--- config.mk ---
export PLATFORM = sky130hd
export DESIGN_NAME = p2i_queue
export DESIGN_NICKNAME = d
export VERILOG_FILES = /design/src/rtl/p2i_pkg.sv /design/src/rtl/p2i_queue.sv
export SDC_FILE = /design/constraint.sdc
export NUM_CORES = 1
export LEC_CHECK = 0
export ABC_AREA = 1
export BUFFER_PORTS_ARGS = -buffer_cell sky130_fd_sc_hd__clkbuf_2
export CAP_MARGIN = 20
export CORE_MARGIN = 4
export CORE_UTILIZATION = 50
export DETAILED_ROUTE_END_ITERATION = 7
export GPL_TIMING_DRIVEN = 0
export MAX_ROUTING_LAYER = met4
export PLACE_DENSITY = 0.79
export SYNTH_ARGS = -nofsm -noshare
export SYNTH_HDL_FRONTEND = slang
export SYNTH_SLANG_ARGS = --single-unit
export TNS_END_PERCENT = 1
--- constraint.sdc ---
create_clock -name clock -period 6.5 [get_ports clock]
set_input_delay 0.65 -clock clock [delete_from_list [all_inputs] [get_ports clock]]
set_output_delay 0.65 -clock clock [all_outputs]
set_load 0.03 [all_outputs]
--- src/rtl/p2i_pkg.sv ---
// Shared types and constants for the planar to interleaved colour converter.
// Used by the front, queue, back and top-level modules; depends on nothing.

package p2i_pkg;

   // Configuration register map (index = byte address / 4)
   typedef enum logic [2:0] {
      REG_PIXELS_PER_LINE = 3'd0,
      REG_LINES_PER_IMAGE = 3'd1,
      REG_CHANNEL_COUNT   = 3'd2,
      REG_SAMPLE_BITS     = 3'd3,
      REG_COLOR_MODE      = 3'd4
   } reg_index_type;

   // Colour modes for three-channel images
   localparam logic [1:0] MODE_COPY  = 2'd0;
   localparam logic [1:0] MODE_CIELAB = 2'd1;
   localparam logic [1:0] MODE_YCC   = 2'd2;

   // How the back end must treat one queued item
   typedef enum logic [2:0] {
      KIND_PASS,
      KIND_COPY,
      KIND_LAB,
      KIND_YCC,
      KIND_CMYK
   } kind_type;

   // Configuration as seen by the front end
   typedef struct packed {
      logic [13:0] pixels_per_line;
      logic [15:0] lines_per_image;
      logic [2:0]  channel_count;
      logic [3:0]  sample_bits;
      logic [1:0]  color_mode;
   } cfg_type;

   // One queued item: stored plane bytes, the incoming byte and its markers
   typedef struct packed {
      logic [7:0] a0;
      logic [7:0] a1;
      logic [7:0] a2;
      logic [7:0] b;
      kind_type   kind;
      logic       eol;
      logic       eoi;
   } entry_type;

   // Queue between front and back
   localparam int QUEUE_DEPTH = 4;
   localparam int QPTR_W      = 2;
   localparam int QCNT_W      = 3;

   // YCbCr to RGB fixed point
   localparam int FRAC_BITS = 10;
   localparam int PROD_W    = 21;
   localparam int SUM_W     = 22;
   localparam logic signed [11:0] K_CR_R = 12'sd1435;
   localparam logic signed [11:0] K_CB_G = -12'sd352;
   localparam logic signed [11:0] K_CR_G = -12'sd731;
   localparam logic signed [11:0] K_CB_B = 12'sd1814;
   localparam logic [7:0]         CHROMA_FLIP = 8'h80;
   localparam logic signed [8:0]  CHROMA_BIAS = 9'sd128;

endpackage

--- src/rtl/p2i_queue.sv ---
// Short queue of classified items between the front and back ends.
// Uses p2i_pkg.

module p2i_queue (
   input  logic                       clock,
   input  logic                       reset,
   input  logic                       push,
   input  p2i_pkg::entry_type         push_entry,
   input  logic                       pop,
   output logic                       pop_valid,
   output p2i_pkg::entry_type         pop_entry,
   output logic [p2i_pkg::QCNT_W-1:0] count
);

   p2i_pkg::entry_type                slot_ff [p2i_pkg::QUEUE_DEPTH];
   logic [p2i_pkg::QPTR_W-1:0]        wr_ptr_ff, wr_ptr_in;
   logic [p2i_pkg::QPTR_W-1:0]        rd_ptr_ff, rd_ptr_in;
   logic [p2i_pkg::QCNT_W-1:0]        count_ff, count_in;
   logic                              do_push;
   logic                              do_pop;

   assign do_push = push && (count_ff != p2i_pkg::QCNT_W'(p2i_pkg::QUEUE_DEPTH));
   assign do_pop  = pop && (count_ff != '0);

   // Pointer and fill count update
   always_comb begin
      wr_ptr_in = do_push ? wr_ptr_ff + p2i_pkg::QPTR_W'(1) : wr_ptr_ff;
      rd_ptr_in = do_pop ? rd_ptr_ff + p2i_pkg::QPTR_W'(1) : rd_ptr_ff;
      count_in  = count_ff + p2i_pkg::QCNT_W'(do_push) - p2i_pkg::QCNT_W'(do_pop);
   end

   always_ff @(posedge clock) begin
      if (reset) begin
         wr_ptr_ff <= '0;
         rd_ptr_ff <= '0;
         count_ff  <= '0;
      end else begin
         wr_ptr_ff <= wr_ptr_in;
         rd_ptr_ff <= rd_ptr_in;
         count_ff  <= count_in;
      end
   end

   always_ff @(posedge clock) begin
      if (do_push) begin
         slot_ff[wr_ptr_ff] <= push_entry;
      end
   end

   assign pop_valid = count_ff != '0;
   assign pop_entry = slot_ff[rd_ptr_ff];
   assign count     = count_ff;

endmodule

# Word-level counts from Yosys, hierarchy flattened
# Memories as Yosys holds them, arrays and structs flattened. A register that Yosys moved wholly into a read port is not among the register bits.
# Index checks and enable logic that the tools add are counted.
word_totals:
  latch_bits: 0
  out_inout_bits: 41
  mem_bits_rw: 148
  memories: 1
  elab_cells: 16
  mem_bits_ro: 0
  regBits: 7
op_classes:
  n_shift: 0
  n_reduce_logical: 3
  div: 0
  bitwise_logic: 0
  mux: 4
  n_eq_ne: 1
  n_mul: 0
  magnitude_cmp: 0
  n_addsub: 4
mem_list:
  columns: ["memory", "words", "word_bits", "read_ports", "rd_clocked_by_memory_dff", "wr", "line_no", "text"]
  rows:
  - ["slot_ff", 4, 37, 1, 1, 1, "p2i_queue.sv:15", "p2i_pkg::entry_type slot_ff [p2i_pkg::QUEUE_DEPTH];"]
ops:
  columns: ["operator", "n"]
  rows:
  - ["$add 2x1->2 const B", 2]
  - ["$mux 2", 2]
  - ["$add 3x1->3", 1]
  - ["$ne 3x3->1 const B", 1]
  - ["$reduce_bool 3->1", 1]
  - ["$sub 3x1->3", 1]
  - ["$logic_and 1x1->1", 2]
  - ["$mux 1", 2]

# Logic depth before layout (Yosys ltp)
depth:
  ltp_word: 4
  mapped_depth: 12

# Least setup slack after synthesis
# OpenSTA, ideal clock, no wires.
synth_path:
  kind: "reg-to-reg"
  from: "register count_ff (netlist bit count[1])"
  to: "memory slot_ff[0][0] (netlist bit), enable pin"
  t_required_ns: 6.069
  stages_incl_launch_ff: 5
  slack_ns: 3.536
  arrival_time_ns: 2.533
  n_path_buf: 0
  setup_ns: 0.431
  cell_sequence: "dfxtp_1 -> nor2_1 -> nand2_1 -> nand2_1 -> nor2_1"
synth_between:
  elab_chain_len: 4
synth_rtl:
  columns: ["element", "line_no", "text"]
  rows:
  - ["from (decl)", "p2i_queue.sv:18", "logic [p2i_pkg::QCNT_W-1:0] count_ff, count_in;"]
  - ["from (signal assigned)", "p2i_queue.sv:40", "count_ff <= count_in;"]
  - ["$ne 3x3->1", "p2i_queue.sv:22", "assign do_push = push && (count_ff != p2i_pkg::QCNT_W'(p2i_pkg::QUEUE_DEPTH));"]
  - ["$logic_and 1x1->1", "p2i_queue.sv:22", null]
  - ["$mux 1", "p2i_queue.sv:45", "if (do_push) begin"]
  - ["$mux 1 (not written as such)", "p2i_queue.sv:46", "slot_ff[wr_ptr_ff] <= push_entry;"]
  - ["to (decl)", "p2i_queue.sv:15", null]
# No other way between the ends.

==> results by group <==
GRT
  – Vias in the first global route: 3938
  – Largest net degree at the start of global routing: 27
  – First-pass GRT wire length: 19600 um
  – Initial antenna violation count: 0
  – Gr usage total: 20.4%
  – Grt total ovfl: 0

Synthesis
  – Post-Syn Instances: 422
  – Syn avg cell area: 14.1 um2
  – Async S/R FF share, synth: 0%
  – Top FF cell, synth: edfxtp_1
  – Synthesized area: 5960 um2
  – Leading area contributor after synthesis: edfxtp_1
  – Syn Nets: 470
  – YS warnings: 0
  – Sequential-to-total area share from yosys stat: 77.6%
  – Count leader, synth: edfxtp_1
  – Commonest cells post-synth: edfxtp_1, nor2_1, o21ai_0
  – Synth area leaders: edfxtp_1, nor2_1, o22ai_1, o21ai_0, dfxtp_1
  – Post-synth EDFFs: 148
  – Synthesis-stage register bit count: 157
  – Distinct cells, synth: 20
  – Share of the synthesized area in the top cell type: 74.6%

Route
  – Routed wire length: 12900 um
  – Routed len/inst: 18.9 um
  – DRC errors left: 0
  – Detailed Route Iter0 Violations: 260
  – Pre-antenna DRT Iters: 5
  – Avg Vias per Cell: about 5.5
  – Via count: between 3000 and 4000
  – Post-route ant nets: 0

Clock tree
  – Clk_lat worst skew: 0.41 ns
  – PostCTS Resize Cnt: 0
  – CTS Hold Bufs: 0
  – Sinks on Clock Net: 157
  – H-tree depth: 4
  – Clock root buffer: clkbuf_16
  – Clk slew on worst S/H paths: 0.06 ns
  – Clock buffer depth: 2
  – # Post-CTS Setup Buffers: 0
  – Cts bufs inserted: 17
  – CTS tree: done

STA
  – FMAX: 373 MHz
  – Least-Margin Pin Slew: about 0.58 ns
  – Skew final: 0.00550 ns
  – Worst setup margin: 3.82 ns
  – Setup tns final: 0 ns
  – Final period util: between 40 and 50%
  – RSZ-0062 raised after global routing: false
  – Max Slew Vio Count: 0
  – Period minus WS final: 2.68 ns
  – Worst slew margin: 61.5%
  – WHS: 0.417 ns
  – Hold Vio Cnt, Final: 0
  – Setup violations, final: 0

Placement
  – Routability cong.: 0.726
  – Hpwl dp: about 8000 um
  – Pre-CTS setup slack: a little under 4 ns
  – Number of port buffers: 81
  – Cell count after placement: between 600 and 700
  – Post-Place Cell Area: 6660 um2

Power
  – Final Total Pwr: 3.22 mW
  – P_leak: 2.66 nW
  – Pwr dens: 442 nW/um2
  – Max IR drop VDD: 0.415 mV

Finish
  – Share of layout cells above drive strength 1: 24.9%
  – Area Growth Syn to Fin: 22.2%
  – Final cell area excluding filler cells: 7280 um2
  – FILL cells: 842
  – Non-Filler Instances: 682
  – Antenna diodes: 0
  – NumNets Final: ~570
  – Register area: 4620 um2
  – Multi-input gate area: 1150 um2
  – Post-Route Utilization: between 60% and 70%

Die
  – Core area: 11600 um2
  – Die W: 117 um
  – Ports: 82
  – Initial core utilization: around half
  – Rows: 39
  – Die height: 117 um
  – Die ar.: approximately 14000 um2

Setup path
  – Crit Path Max Fanout: 10
  – Worst setup EP type: output port
  – Critical Path RT: about 5.9 ns
  – Critical path class: flop to output port
  – CP Data Arrival Time: 2.03 ns
  – Worst setup SP type: flop

Run status
  – Outcome: finished clean

Run
  – Max Cap Violations: 0

Worst hold path
  – Min-delay worst type: input port to flop
## kinds of logic after synthesis
| family | Yosys count | synth area share, % |
|---|---|---|
| DFF | 157 | 77.6 |
| AOI/OAI and AO/OA | 117 | 10.6 |
| and+or+nand+nor | 103 | 6.61 |
| buffers and inverters | 38 | 3.57 |
| adders and majority gates | 7 | 1.60 |
## sequential cells by signal (all words and copies together), names as in the netlist, named ones only
register / flops
count: 3
slot_ff: 148
wr_ptr_ff: 2
rd_ptr_ff: 2
## worst max-delay path: stages (launching register included)
cell and delay [ns]:
dfxtp_1 0.31, inv_1 0.25, clkbuf_1 0.42, o21ai_0 0.17
o22ai_1 0.21, clkbuf_2 0.25
## final timing paths
kind,slack [ns],depth (start not counted),from,end
min reg2reg,0.51,2,rd_ptr_ff[0],rd_ptr_ff[0]
max reg2reg,3.96,11,count[1],count[2]
max,3.82,5,flop,pop_entry[9]
min,0.42,2,reset,count[1]
## cells in the final DEF (no fill, tap or decap), drive strengths merged, types with 6 or more instances in the layout
cell type  count
buf           17
nand2         11
nor2          87
dfxtp          9
clkbuf       110
o22ai         37
o21ai         74
ha             6
inv           15
edfxtp       148
## metal layers
metal	vias to the layer above	share of wire [%]	global-route usage (%)
met5	-	0	-
met2	130	52	34.5
met3	16	6.6	5.24
met4	0	1.5	9.02
li1	1777	-	-
met1	1840	40	22.8
## report_power, final
| group | total, mW | internal (mW) | switching [mW] |
|---|---|---|---|
| registers | 1.27 | 1.24 | 0.0383 |
| clock network | 1.05 | 0.676 | 0.373 |
| logic | 0.898 | 0.253 | 0.645 |
| total | 3.22 | 2.16 | 1.06 |
## final cells by class
class	instances	share of cell area, %
multi-input cells	227	15.8
plain buffers	23	2.15
repair buffers	85	6.66
clock buffers	19	5.94
clock inverters	13	2.70
flip-flops and latches	157	63.5
well taps	143	2.46
inverters	15	0.773
Note: power is estimated with default switching activity, not from simulation.
