<file path="src/rtl/p2i_pkg.sv">
// Shared types and constants for the planar to interleaved colour converter.
// Used by the front, queue, back and top-level modules; depends on nothing.

package p2i_pkg;

   // Configuration register map (index = byte address / 4)
   typedef enum logic [2:0] {
      REG_PIXELS_PER_LINE = 3'd0,
      REG_LINES_PER_IMAGE = 3'd1,
      REG_CHANNEL_COUNT   = 3'd2,
      REG_SAMPLE_BITS     = 3'd3,
      REG_COLOR_MODE      = 3'd4
   } reg_index_type;

   // Colour modes for three-channel images
   localparam logic [1:0] MODE_COPY  = 2'd0;
   localparam logic [1:0] MODE_CIELAB = 2'd1;
   localparam logic [1:0] MODE_YCC   = 2'd2;

   // How the back end must treat one queued item
   typedef enum logic [2:0] {
      KIND_PASS,
      KIND_COPY,
      KIND_LAB,
      KIND_YCC,
      KIND_CMYK
   } kind_type;

   // Configuration as seen by the front end
   typedef struct packed {
      logic [13:0] pixels_per_line;
      logic [15:0] lines_per_image;
      logic [2:0]  channel_count;
      logic [3:0]  sample_bits;
      logic [1:0]  color_mode;
   } cfg_type;

   // One queued item: stored plane bytes, the incoming byte and its markers
   typedef struct packed {
      logic [7:0] a0;
      logic [7:0] a1;
      logic [7:0] a2;
      logic [7:0] b;
      kind_type   kind;
      logic       eol;
      logic       eoi;
   } entry_type;

   // Queue between front and back
   localparam int QUEUE_DEPTH = 4;
   localparam int QPTR_W      = 2;
   localparam int QCNT_W      = 3;

   // YCbCr to RGB fixed point
   localparam int FRAC_BITS = 10;
   localparam int PROD_W    = 21;
   localparam int SUM_W     = 22;
   localparam logic signed [11:0] K_CR_R = 12'sd1435;
   localparam logic signed [11:0] K_CB_G = -12'sd352;
   localparam logic signed [11:0] K_CR_G = -12'sd731;
   localparam logic signed [11:0] K_CB_B = 12'sd1814;
   localparam logic [7:0]         CHROMA_FLIP = 8'h80;
   localparam logic signed [8:0]  CHROMA_BIAS = 9'sd128;

endpackage

</file>
<file path="src/rtl/p2i_back.sv">
// Back end: colour conversion in two stages (products, then sums with
// clamping and sample selection) feeding the result register. Uses p2i_pkg.

module p2i_back (
   input  logic               clock,
   input  logic               reset,
   input  logic               q_valid,
   input  p2i_pkg::entry_type q_entry,
   output logic               q_pop,
   output logic               rsp_tvalid,
   input  logic               rsp_tready,
   output logic [39:0]        rsp_tdata,
   output logic               rsp_tlast,
   output logic               rsp_tuser
);

   // Product stage
   logic                                 p_valid_ff, p_valid_in;
   p2i_pkg::entry_type                   p_entry_ff;
   logic signed [p2i_pkg::PROD_W-1:0]    p_cr_r_ff, p_cb_g_ff, p_cr_g_ff, p_cb_b_ff;
   logic signed [8:0]                    cb;
   logic signed [8:0]                    cr;
   logic                                 p_ready;

   // Result register
   logic                                 o_valid_ff, o_valid_in;
   logic [7:0]                           o_s0_ff, o_s0_in;
   logic [7:0]                           o_s1_ff, o_s1_in;
   logic [7:0]                           o_s2_ff, o_s2_in;
   logic [7:0]                           o_s3_ff, o_s3_in;
   logic [2:0]                           o_cnt_ff, o_cnt_in;
   logic                                 o_eol_ff;
   logic                                 o_eoi_ff;

   logic signed [p2i_pkg::SUM_W-1:0]     y;
   logic signed [p2i_pkg::SUM_W-1:0]     sum_r, sum_g, sum_b;

   function automatic logic [7:0] clamp_byte(input logic signed [p2i_pkg::SUM_W-1:0] s);
      logic [7:0] res;
      if (s[p2i_pkg::SUM_W-1]) begin
         res = 8'd0;
      end else if (|s[p2i_pkg::SUM_W-2:p2i_pkg::FRAC_BITS+8]) begin
         res = 8'hFF;
      end else begin
         res = s[p2i_pkg::FRAC_BITS+7:p2i_pkg::FRAC_BITS];
      end
      return res;
   endfunction

   // Flow control: each stage moves when the one after it has room
   assign p_ready    = !o_valid_ff || rsp_tready;
   assign q_pop      = q_valid && (!p_valid_ff || p_ready);
   assign p_valid_in = (!p_valid_ff || p_ready) ? q_valid : p_valid_ff;
   assign o_valid_in = p_ready ? p_valid_ff : o_valid_ff;

   always_ff @(posedge clock) begin
      if (reset) begin
         p_valid_ff <= 1'b0;
         o_valid_ff <= 1'b0;
      end else begin
         p_valid_ff <= p_valid_in;
         o_valid_ff <= o_valid_in;
      end
   end

   // Chroma offsets and products
   assign cb = $signed({1'b0, q_entry.a1}) - p2i_pkg::CHROMA_BIAS;
   assign cr = $signed({1'b0, q_entry.b}) - p2i_pkg::CHROMA_BIAS;

   always_ff @(posedge clock) begin
      if (q_pop) begin
         p_entry_ff <= q_entry;
         p_cr_r_ff  <= p2i_pkg::PROD_W'(cr) * p2i_pkg::PROD_W'(p2i_pkg::K_CR_R);
         p_cb_g_ff  <= p2i_pkg::PROD_W'(cb) * p2i_pkg::PROD_W'(p2i_pkg::K_CB_G);
         p_cr_g_ff  <= p2i_pkg::PROD_W'(cr) * p2i_pkg::PROD_W'(p2i_pkg::K_CR_G);
         p_cb_b_ff  <= p2i_pkg::PROD_W'(cb) * p2i_pkg::PROD_W'(p2i_pkg::K_CB_B);
      end
   end

   // Sums in fixed point
   assign y = $signed({{(p2i_pkg::SUM_W - 8 - p2i_pkg::FRAC_BITS){1'b0}}, p_entry_ff.a0,
                       {p2i_pkg::FRAC_BITS{1'b0}}});
   assign sum_r = y + p2i_pkg::SUM_W'(p_cr_r_ff);
   assign sum_g = y + p2i_pkg::SUM_W'(p_cb_g_ff) + p2i_pkg::SUM_W'(p_cr_g_ff);
   assign sum_b = y + p2i_pkg::SUM_W'(p_cb_b_ff);

   // Sample selection per kind
   always_comb begin
      o_s0_in  = 8'd0;
      o_s1_in  = 8'd0;
      o_s2_in  = 8'd0;
      o_s3_in  = 8'd0;
      o_cnt_in = 3'd3;
      unique case (p_entry_ff.kind)
         p2i_pkg::KIND_PASS: begin
            o_s0_in  = p_entry_ff.b;
            o_cnt_in = 3'd1;
         end
         p2i_pkg::KIND_LAB: begin
            o_s0_in = p_entry_ff.a0;
            o_s1_in = p_entry_ff.a1 ^ p2i_pkg::CHROMA_FLIP;
            o_s2_in = p_entry_ff.b ^ p2i_pkg::CHROMA_FLIP;
         end
         p2i_pkg::KIND_YCC: begin
            o_s0_in = clamp_byte(sum_r);
            o_s1_in = clamp_byte(sum_g);
            o_s2_in = clamp_byte(sum_b);
         end
         p2i_pkg::KIND_CMYK: begin
            o_s0_in  = p_entry_ff.a0;
            o_s1_in  = p_entry_ff.a1;
            o_s2_in  = p_entry_ff.a2;
            o_s3_in  = p_entry_ff.b;
            o_cnt_in = 3'd4;
         end
         default: begin
            o_s0_in = p_entry_ff.a0;
            o_s1_in = p_entry_ff.a1;
            o_s2_in = p_entry_ff.b;
         end
      endcase
   end

   always_ff @(posedge clock) begin
      if (p_ready && p_valid_ff) begin
         o_s0_ff  <= o_s0_in;
         o_s1_ff  <= o_s1_in;
         o_s2_ff  <= o_s2_in;
         o_s3_ff  <= o_s3_in;
         o_cnt_ff <= o_cnt_in;
         o_eol_ff <= p_entry_ff.eol;
         o_eoi_ff <= p_entry_ff.eoi;
      end
   end

   assign rsp_tvalid = o_valid_ff;
   assign rsp_tdata  = {5'd0, o_cnt_ff, o_s3_ff, o_s2_ff, o_s1_ff, o_s0_ff};
   assign rsp_tlast  = o_eol_ff;
   assign rsp_tuser  = o_eoi_ff;

endmodule

</file>
<file path="config.mk">
export PLATFORM = sky130hd
export DESIGN_NAME = p2i_back
export DESIGN_NICKNAME = d
export VERILOG_FILES = /design/src/rtl/p2i_pkg.sv /design/src/rtl/p2i_back.sv
export SDC_FILE = /design/constraint.sdc
export NUM_CORES = 1
export LEC_CHECK = 0
export ABC_CLOCK_PERIOD_IN_PS = 9130
export BUFFER_PORTS_ARGS = -buffer_cell sky130_fd_sc_hd__buf_4
export CAP_MARGIN = 20
export CORE_UTILIZATION = 45
export DETAILED_ROUTE_END_ITERATION = 6
export SYNTH_ARGS = -nofsm -noshare
export SYNTH_HDL_FRONTEND = slang
export SYNTH_SLANG_ARGS = --single-unit
</file>
<file path="constraint.sdc">
create_clock -name clock -period 9.13 [get_ports clock]
set_input_delay 0.4565 -clock clock [delete_from_list [all_inputs] [get_ports clock]]
set_output_delay 0.4565 -clock clock [all_outputs]
set_load 0.005 [all_outputs]
</file>
; Word level (Yosys, flattened, before mapping)
; Cells that the tools add are included.
; Widths: inputs -> output; s select.
[totals]
inputBits = 41
regBits = 151
output_inout_bits = 44
[classes]
n_mux = 10
n_eq_ne = 3
n_addsub = 6
multipliers = 4
reduce_logical = 10
bitwise_logic = 2
[ops]
columns = operator, n
row1 = $mux 8, 6
row2 = $add 19x21->22, 2
row3 = $mul 9x11->20 const B, 2
row4 = $pmux 8 s4, 1
row5 = $pmux 8 s3, 1
row6 = $add 20x20->21, 1
row7 = $mul 9x12->21 const B, 1
row8 = $add 19x19->20, 1
row9 = $sub 8x8->9 const B, 2
row10 = $pmux 8 s2, 1
row11 = $mul 9x5->14 const B, 1
row12 = $reduce_or 3->1, 3
row13 = $eq 3x2->1 const B, 2
row14 = $pmux 3 s2, 1
row15 = $eq 3x3->1 const B, 1
row16 = $logic_not 3->1, 1
row17 = $logic_and 1x1->1, 2
row18 = $logic_not 1->1, 2
row19 = $logic_or 1x1->1, 2
row20 = $not 1->1, 2

; Depth between registers and ports, before layout
; Gate-level depths: netlist of run 1.
[depth]
ltp_word = 6
depth_mapped = 20

; Worst setup path before layout of run 1
; OpenSTA, ideal clock, no wires.
[synth_timing]
path_type = input -> register
start = input rsp_tready
end = register p_cb_b_ff[10] in the netlist's numbering, enable pin
path_stages = 2
arrival_ps = 6874
n_path_buf = 0
path_slack_ps = 1588
required_ps = 8462
path_cell_list = nor2b_1 > a21boi_0
[synth_via]
elab_chain_cells = 3
[synth_rtl]
columns = item, line_no
row1 = "start, declared", p2i_back.sv:11  ; input logic rsp_tready,
row2 = $logic_or 1x1->1, p2i_back.sv:51  ; assign p_ready = !o_valid_ff || rsp_tready;
row3 = $logic_or 1x1->1, p2i_back.sv:52  ; assign q_pop = q_valid && (!p_valid_ff || p_ready);
row4 = $logic_and 1x1->1, p2i_back.sv:52
row5 = net q_pop, p2i_back.sv:9  ; output logic q_pop,
row6 = "end signal, assigned", p2i_back.sv:76  ; p_cb_b_ff <= p2i_pkg::PROD_W'(cb) * p2i_pkg::PROD_W'(p2i_pkg::K_CB_B);
row7 = "end, declared", p2i_back.sv:20  ; logic signed [p2i_pkg::PROD_W-1:0] p_cr_r_ff, p_cb_g_ff, p_cr_g_ff, p_cb_b_ff;
; The timed path passes the listed nets, and every way through them passes these cells.
; A chain may end at the register's enable or synchronous reset.

; Worst setup path after layout of run 1
[layout_timing]
start = input q_entry[12] in the netlist's numbering
end = register p_cr_r_ff[19] in the netlist's numbering (data pin)
[layout_via]
elab_chain_cells = 2
[layout_rtl]
columns = item, line_no
row1 = "start, declared", p2i_back.sv:8  ; input p2i_pkg::entry_type q_entry,
row2 = $sub 8x8->9, p2i_back.sv:68  ; assign cr = $signed({1'b0, q_entry.b}) - p2i_pkg::CHROMA_BIAS;
row3 = $mul 9x12->21, p2i_back.sv:73  ; p_cr_r_ff <= p2i_pkg::PROD_W'(cr) * p2i_pkg::PROD_W'(p2i_pkg::K_CR_R);
row4 = "end signal, assigned", p2i_back.sv:73
row5 = "end, declared", p2i_back.sv:20
; No other way between the ends.

==> summary by stage, run 1 <==
Status
The run finished with clean final reports.

Yosys
The netlist uses 68 different library cells. Counting flops with a built-in enable in the synthesized netlist gives 123. The sequential cell area fraction in the yosys report is 31.46%. The synthesized area per cell is 11.04 um^2. Counting every instance in the synthesized netlist gives 1075. After synthesis, the share of flip-flops with an asynchronous set or reset is 0%. The number of storage elements in the synthesis netlist is 125. The Yosys step of the flow raised 0 warnings. The most used flip-flop cell after synthesis is edfxtp_1. In this run the cell area of the synthesized design comes to 0.01187 mm^2.

Die
The initialized floorplan defines 59 standard-cell rows. The number of I/O pins is 85. The floorplan step set the die width to 164.4 um.

The floorplan core area is about 0.026 mm^2. The initial utilization of the core area, before any placement, comes to ~46%. The area enclosed by the die boundary is 0.02703 mm^2. The vertical extent of the die is 164.4 um.

Worst setup path
The worst register-to-register path has a depth of 12. The most critical setup path has its endpoint at p_cr_r_ff[19]$_DFFE_PP_. The worst-path maximum fanout is 10. STA classifies the critical path startpoint as a primary input. The critical path starts at q_entry[12]. The arrival time of the worst setup path is 5310 ps. In this run the critical register-to-register path is launched from p_entry_ff[34]$_DFFE_PP_. The worst setup path category is in -> reg.

The signal on the critical path passes through buf_4 -> inv_1 -> ha_1 -> inv_1 -> ha_1 -> inv_1 -> fa_1 -> inv_1 -> fa_1 -> ha_1 -> ha_1 -> a2111oi_0 -> o21ai_1 -> a41oi_1 -> o21a_1 -> a211o_1 -> o21bai_1 -> a21oi_1 -> xnor2_1. The endpoint identified for the worst register-to-register timing path is o_s1_ff[3]$_DFFE_PP_. On the worst path, the slowest cell contributes a delay of 520 ps. The worst setup path is captured at a flop.

The setup check on the worst reg-to-reg path leaves a slack of 5390 ps. The worst path required time is 9290 ps. The worst-path cell with the longest stage delay is fa_1.

Final layout
The net count of the finished layout is between 1500 and 2000. 0 antenna diodes ended up in the layout. In the final layout, the share of cells above drive strength 1 is 11.36%.

Counting the fill cells in the layout gives 2344. Leaving out fill and tap cells, the most frequent cell in the layout is ha_1. Compared with the post-synthesis result, the final layout area differs by 13.34%. In the layout the commonest cells are ha_1, inv_1, edfxtp_1, fa_1, buf_4.

Run
Max-cap violations in this run came to 0.

Placement
The routability-driven placement congestion ratio is ~0.84. Input and output buffers added on the ports amount to 79. The worst slack at placement is 3544 ps. The HPWL after detailed placement is 19.99 mm.

STA
The final period utilization is 56.39%. Subtracting the final worst setup slack from the clock period gives 5149 ps. The smallest setup slack after layout is 3981 ps. The clock tree skew after final layout is 24.56 ps. Setup repair after global routing left no endpoint under its margin. The number of pins with negative max-slew slack in the final report is 0. The sum of negative setup slack is 0 ps. For this run, the top clock speed supported by timing is between 150 and 200 MHz.

Setup violations remaining at the end of the flow were counted as 0. The final-report hold violation count is 0. The actual transition at the worst max-transition pin is 1010 ps. The headroom to the max-slew limit is 32.38%.

Clock network
The deepest level of the CTS H-tree is 4. The number of CTS-inserted buffers is 17. The number of setup buffers added after CTS is 0. The number of sinks driven by the clock tree is 125.

The source-to-sink clock delay at the later pin of the worst-skew pair is roughly 430 ps. The post-cts sizing count is 0. The master cell of the clock root buffer is clkbuf_16. The clock tree buffer depth is 2.

After clock tree synthesis, the clock-pin slew on the worst setup and hold paths is 60 ps. TritonCTS built the clock tree. After clock tree synthesis, the flow added hold-fix buffers numbering 0.

Detailed routing
The first TritonRoute pass finished after 5 iterations. The remaining antenna violation count is 0. The overall routed net length is between 20 and 30 mm. The number of vias per cell is between 5 and 6. After detailed routing, the average wire length per cell comes to 16.59 um. For this block, the via count after detailed routing is 7870. The number of DRC markers in iteration 0 is 414. The count of unresolved DRC violations after routing is 0.

GRT
met2 is the most crowded layer. The via count of the first global-routing pass was 7664. The initial antenna violation count is 0. The met2 routing resource usage after global routing is between 30% and 40%. The overflow left after global routing is 0. Entering global routing, the biggest net connects 69 pins. The global-route total usage across every layer is 19.77%. The global-route track usage on met3 is 2.637%.

The first global-routing pass estimated 40.14 mm of wire. The met1 track demand over resource in global routing is 28.18%.

Power
The leakage power of the design is between 6 and 7 nW. Power spread over the standard cell area amounts to 263.9 mW/mm^2. The worst voltage drop across the vdd grid is 0.1847 mV. Overall power consumption after layout is estimated at 3.551 mW.

Hold path
The classification of the worst-slack hold path is in -> reg.
## critical path, delay by kind of cell
| kind | cells | cell delay [ps] |
|---|---|---|
| AOI/OAI and AO/OA | 7 | 1700 |
| buffers and inverters | 5 | 690 |
| adders and majority gates | 6 | 2380 |
| xor gates and xnor gates | 1 | 80 |
## flip-flops by register name (all words and copies together), names as in the netlist, 8 cells and up
register	flops
p_cr_r_ff	11
o_s0_ff	8
p_cb_b_ff	11
p_entry_ff	37
o_s1_ff	8
o_s2_ff	8
p_cr_g_ff	15
p_cb_g_ff	12
o_s3_ff	8
## power breakdown
group	switching, mW	internal (mW)
Combinational	1.09	0.920
Sequential	0.0560	0.820
Clock	0.264	0.399
## worst min-delay path by stage
| stage | start | endpoint | slack (ps) | cells past startpoint |
|---|---|---|---|---|
| global route | q_entry[31] | p_entry_ff[31]$_DFFE_PP_ | 190 | 1 |
| global placement | p_entry_ff[0]$_DFFE_PP_ | rsp_tuser$_DFFE_PP_ | 400 | 0 |
| floorplan | p_entry_ff[1]$_DFFE_PP_ | rsp_tlast$_DFFE_PP_ | 400 | 0 |
| CTS | reset | rsp_tvalid$_SDFFE_PP0P_ | 180 | 2 |
| detailed placement | p_entry_ff[0]$_DFFE_PP_ | rsp_tuser$_DFFE_PP_ | 420 | 0 |
| finish | reset | rsp_tvalid$_SDFFE_PP0P_ | 190 | 2 |
## cells in the mapped netlist, types with 3 or more instances
| cell type | number | area, um^2 |
|---|---|---|
| a21boi_0 | 3 | 22.52 |
| a22o_1 | 9 | 78.83 |
| ha_1 | 231 | 2890 |
| o21bai_1 | 9 | 67.56 |
| and3_1 | 14 | 87.58 |
| nor4_1 | 3 | 18.77 |
| o22ai_1 | 3 | 18.77 |
| o21ai_1 | 18 | 90.09 |
| nand2_1 | 21 | 78.83 |
| a31oi_1 | 13 | 81.33 |
| clkbuf_1 | 7 | 26.28 |
| o41ai_1 | 5 | 43.79 |
| or2_2 | 5 | 31.28 |
| a21o_1 | 16 | 120.1 |
| a21oi_1 | 43 | 215.2 |
| edfxtp_1 | 123 | 3694 |
| and2_1 | 6 | 37.54 |
| fa_1 | 83 | 1662 |
| buf_4 | 5 | 37.54 |
| inv_1 | 204 | 765.7 |
| nor3_1 | 18 | 90.09 |
| nor2_1 | 61 | 229.0 |
| a22oi_1 | 15 | 112.6 |
| nand2b_1 | 3 | 18.77 |
| o211ai_1 | 6 | 45.04 |
| o21a_1 | 7 | 52.55 |
| xor2_1 | 15 | 131.4 |
| nand3_1 | 8 | 40.04 |
| o21ai_0 | 13 | 65.06 |
| xnor2_1 | 54 | 473.0 |
| nor2b_1 | 8 | 50.05 |
## layer usage
layer,routed length [um],up-vias
met5,0,-
li1,-,3913
met3,958,24
met2,11460,157
met1,12330,3776
met4,384,0
## cells by family (layout without fill, tap and decap cells)
family / after synthesis / in the layout / share of synthesized area (%)
buffers and inverters: 216 / 317 / 6.989
DFF: 125 / 125 / 31.46
muxes: 4 / 4 / 0.3900
adders and majority gates: 314 / 314 / 38.35
and+or+nand+nor: 163 / 163 / 6.947
AOI/OAI and AO/OA: 183 / 183 / 10.74
xor gates and xnor gates: 69 / 69 / 5.092
other: 1 / 5 / 0.03160
## per-stage QoR
step	hold slack, ps	cell area, um^2	instances	util, %
after global routing	187.3	13450	1515	51.77
after floorplan	400.3	11880	1079	-
after CTS	177.4	13430	1514	51.69
final	189.5	13450	1515	51.77
after detailed placement	420.0	12860	1482	49.48
after global placement	402.1	12860	1482	49.48
## layout make-up
cell class / instances / area [um^2] / share of cell area, %
repair buffers: 81 / 620.6 / 4.614
flip-flops and latches: 125 / 3734 / 27.76
clock buffers: 17 / 425.4 / 3.162
inverters: 204 / 765.7 / 5.692
well taps: 335 / 419.2 / 3.116
clock inverters: 15 / 147.6 / 1.098
multi-input cells: 738 / 7340 / 54.56
Power figures use the tool's default switching activity.
==> run 2, diff against run 1 <==
ABC_CLOCK_PERIOD_IN_PS = 4200   (was 9130)
clock period = 4.2 ns   (was 9.13 ns; I/O delays follow)
==> summary by stage, run 2 (same netlist as run 1, synthesis figures left out) <==
Clock network
The number of CTS-inserted buffers is 17 (unchanged). The clock slew seen by the registers of the worst setup and hold paths came to 60 ps (about the same). The clock tree buffer depth came to 2 (unchanged). The deepest level of the CTS H-tree is 4 (unchanged).

CTS placed an instance of clkbuf_16 at the clock tree root. The number of sinks driven by the clock tree came to 125 (unchanged). TritonCTS built the clock tree. The source-to-sink clock delay at the later pin of the worst-skew pair is 420 ps (about the same).

Worst setup path
The worst path required time came to 4360 ps (-4930 ps). The startpoint type of the worst setup path is a primary input. The arrival time of the worst setup path came to 4210 ps (-1100 ps). The setup slack of the worst register-to-register path was 570 ps (-4820 ps). The launch instance of the worst register-to-register path is p_entry_ff[31]$_DFFE_PP_. The worst setup path is captured at a flop. The number of cell instances on the worst register-to-register path is 10 (-2). The endpoint of the lowest-slack register-to-register path is o_s1_ff[6]$_DFFE_PP_. The worst-path maximum fanout was 4 (-6). By startpoint and endpoint, the worst setup path is classified as in -> reg.

Detailed routing
The number of DRC markers in iteration 0 is 453 (+9.4%). The count of unresolved DRC violations after routing was 0 (unchanged). The overall routed net length is 25.91 mm (+3.1%).

The total number of vias is 8249 (+4.8%). The remaining antenna violation count came to 0 (unchanged). The detailed-routing iteration count for the pre-antenna-repair pass came to 6 (+1). The number of vias per cell came to 5.048 (-2.8%). The wire length per cell is 15.85 um (-4.4%).

Final layout
The area taken by multi-input logic gates is 0.007526 mm^2 (+2.5%). The number of antenna diodes is 0 (unchanged). The ratio of cells with drive above 1 in the final layout is 19.94% (+8.6 points). In the layout the commonest cells are ha_1, inv_1, buf_4, edfxtp_1, fa_1. The final core utilization was 56.12% (+4.4 points). The layout net count came to 1641 (+7.8%). The layout overhead on the synthesized area is 22.86%. The register area is 0.003734 mm^2 (unchanged). The library cell used most frequently in the layout, excluding fill and tap cells, is ha_1. The register with the most flip-flops is p_entry_ff.

The number of cells in the finished layout apart from fillers was 1634 (+7.9%). The number of filler instances in the final layout is 2257 (-3.7%). The flip-flop count of the largest register, all copies and words added is 37 (unchanged). In the final layout, the registers with the most flip-flops are p_entry_ff (37), p_cr_g_ff (15), p_cb_g_ff (12).

Placement
The routability-driven placement congestion ratio is 0.8787 (+4.4%). The HPWL after detailed placement is 21.28 mm (+6.5%). The cell count after placement was 1579 (+6.5%).

The worst slack at placement is -420.7 ps (-3964 ps). The count of input and output buffers is 79 (unchanged).

GRT
The global-route track usage on met3 is 3.164% (+0.53 points). The wire length of the first global-routing pass came to 41.88 mm (+4.3%). The met1 track demand over resource in global routing is 27.64% (-0.54 points).

The met2 routing resource usage after global routing came to 33.62% (+2.1 points). The largest net degree at the start of global routing came to 38 (-45%). The initial antenna violation count came to 0 (unchanged).

The global-route total usage across every layer was 20.33% (+0.56 points). The overflow left after global routing is 0 (unchanged). The via count of the first global-routing pass was 8355 (+9.0%). In this run the most used layer during global routing was met2.

Die
The number of standard-cell rows in the floorplan is 59 (unchanged). The vertical extent of the die came to 164.4 um (unchanged). The overall die width was 164.4 um (unchanged). The number of I/O pins is 85 (unchanged). The area enclosed by the die boundary is 0.02703 mm^2 (unchanged). The initial core utilization was 45.68% (unchanged). The floorplan core area came to 0.02598 mm^2 (unchanged).

Hold path
The number of cells on the worst hold path came to 3 (+1). In this run the most critical hold path is launched from q_valid. The classification of the worst-slack hold path is in -> reg. The endpoint of the worst hold path is p_valid_ff$_SDFFE_PP0N_.

Power
The leakage power of the design was 7.038 nW (+9.3%). The switching power as a share of total power was 39.18% (-0.58 points). The worst voltage drop across the vdd grid came to 0.4731 mV (+160%).

The net switching power came to 3.223 mW (+130%). The internal power of the cells is 5.003 mW (+130%). The portion of total power attributed to the clock network is 17.1% (-1.6 points). The cell area power density came to 564.1 mW/mm^2 (+110%).

The combinational cell fraction of total power is 59.8% (+3.2 points). The power share of the sequential group is 23.0% (-1.7 points). The overall power was 8.226 mW (+130%).

STA
The final-report hold violation count was 0 (unchanged). The number of failing setup endpoints in the final timing report is 0 (unchanged). The headroom to the max-slew limit is 29.38% (-3.0 points). The clock tree skew after final layout is 12.86 ps (-11.70 ps). The actual transition at the worst max-transition pin was 1057 ps (+46.53 ps). The number of pins with negative max-slew slack in the final report is 0 (unchanged). The smallest setup slack after layout was 151.6 ps (-3830 ps). The minimum clock period is 4048 ps. The highest clock frequency the design can meet is around 250 MHz. In the finished design, the share of the clock period the worst path needs comes to 96.39%.

Run
The number of max-cap violations is 0 (unchanged).

Status
The flow ran to the end, and the final reports show no timing, DRC or antenna violations.
run 2: cell count changes in the layout (fill, tap and decap cells not counted), sizes merged:
cell | before | now
buf | 81 | 178
bufinv | 2 | 1
clkbuf | 17 | 18
clkinv | 5 | 6
clkinvlp | 6 | 4
dlygate4sd3 | 0 | 22
inv | 206 | 207
run 2: critical path, cell delays in order:
cell and delay (ps):
buf_4 110, clkinvlp_4 140, ha_4 320, inv_4 40, ha_4 260, inv_2 30
fa_2 520, inv_2 40, fa_1 460, ha_1 320, ha_4 300, nand4b_1 130
o21ai_2 170, a41oi_2 160, o21a_1 240, a211o_1 330, o21bai_2 190, a21oi_1 100
xnor2_1 140
run 2: layout make-up:
cell class | instances | share of cell area [%]
well taps | 335 | 2.874
repair buffers | 200 | 10.67
clock buffers | 18 | 3.012
flip-flops and latches | 125 | 25.60
multi-input cells | 738 | 51.61
clock inverters | 14 | 0.9095
inverters | 204 | 5.320
run 2: per-stage QoR:
step	TNS [ps]	area, um^2	hold WS, ps
CTS	0	14480	11.78
detailed placement	-3926	13680	384.3
finish	0	14580	18.08
floorplan	-491.0	11980	282.4
global placement	-2775	13680	380.5
global route	-37.11	14580	27.98
run 2: worst max-delay path by stage:
stage	from	to	slack, ps	cells past startpoint
finish	q_entry[12]	p_cr_r_ff[19]$_DFFE_PP_	150	19
floorplan	q_entry[28]	p_cb_b_ff[19]$_DFFE_PP_	-100	17
global placement	q_entry[5]	p_cr_r_ff[19]$_DFFE_PP_	-310	17
global route	q_entry[12]	p_cr_r_ff[19]$_DFFE_PP_	-20	19
detailed placement	q_entry[5]	p_cr_r_ff[20]$_DFFE_PP_	-420	17
CTS	q_entry[5]	p_cr_r_ff[20]$_DFFE_PP_	40	17
run 2: timing repair:
item,CTS,global route
hold endpoints to repair,23,0
setup buffers,0,0
setup endpoints to repair,2,8
hold buffers,22,0
resized for setup,1,14
pin swaps,0,7
run 2: layer usage:
layer | vias up | share of wire, %
li1 | 4147 | -
met1 | 3915 | 48
met4 | 0 | 1.5
met5 | - | 0
met2 | 160 | 46
met3 | 27 | 3.6
run 2: power groups by stage:
stage          Combinational, mW  Sequential, mW  Clock (mW)
2_1_floorplan               3.50            1.88           0
3_3_place_gp                4.72            1.92           0
3_5_place_dp                4.79            1.92           0
4_1_cts                     4.85            1.90        1.43
5_1_grt                     5.60            1.92        1.48
6_report                    4.92            1.90        1.41
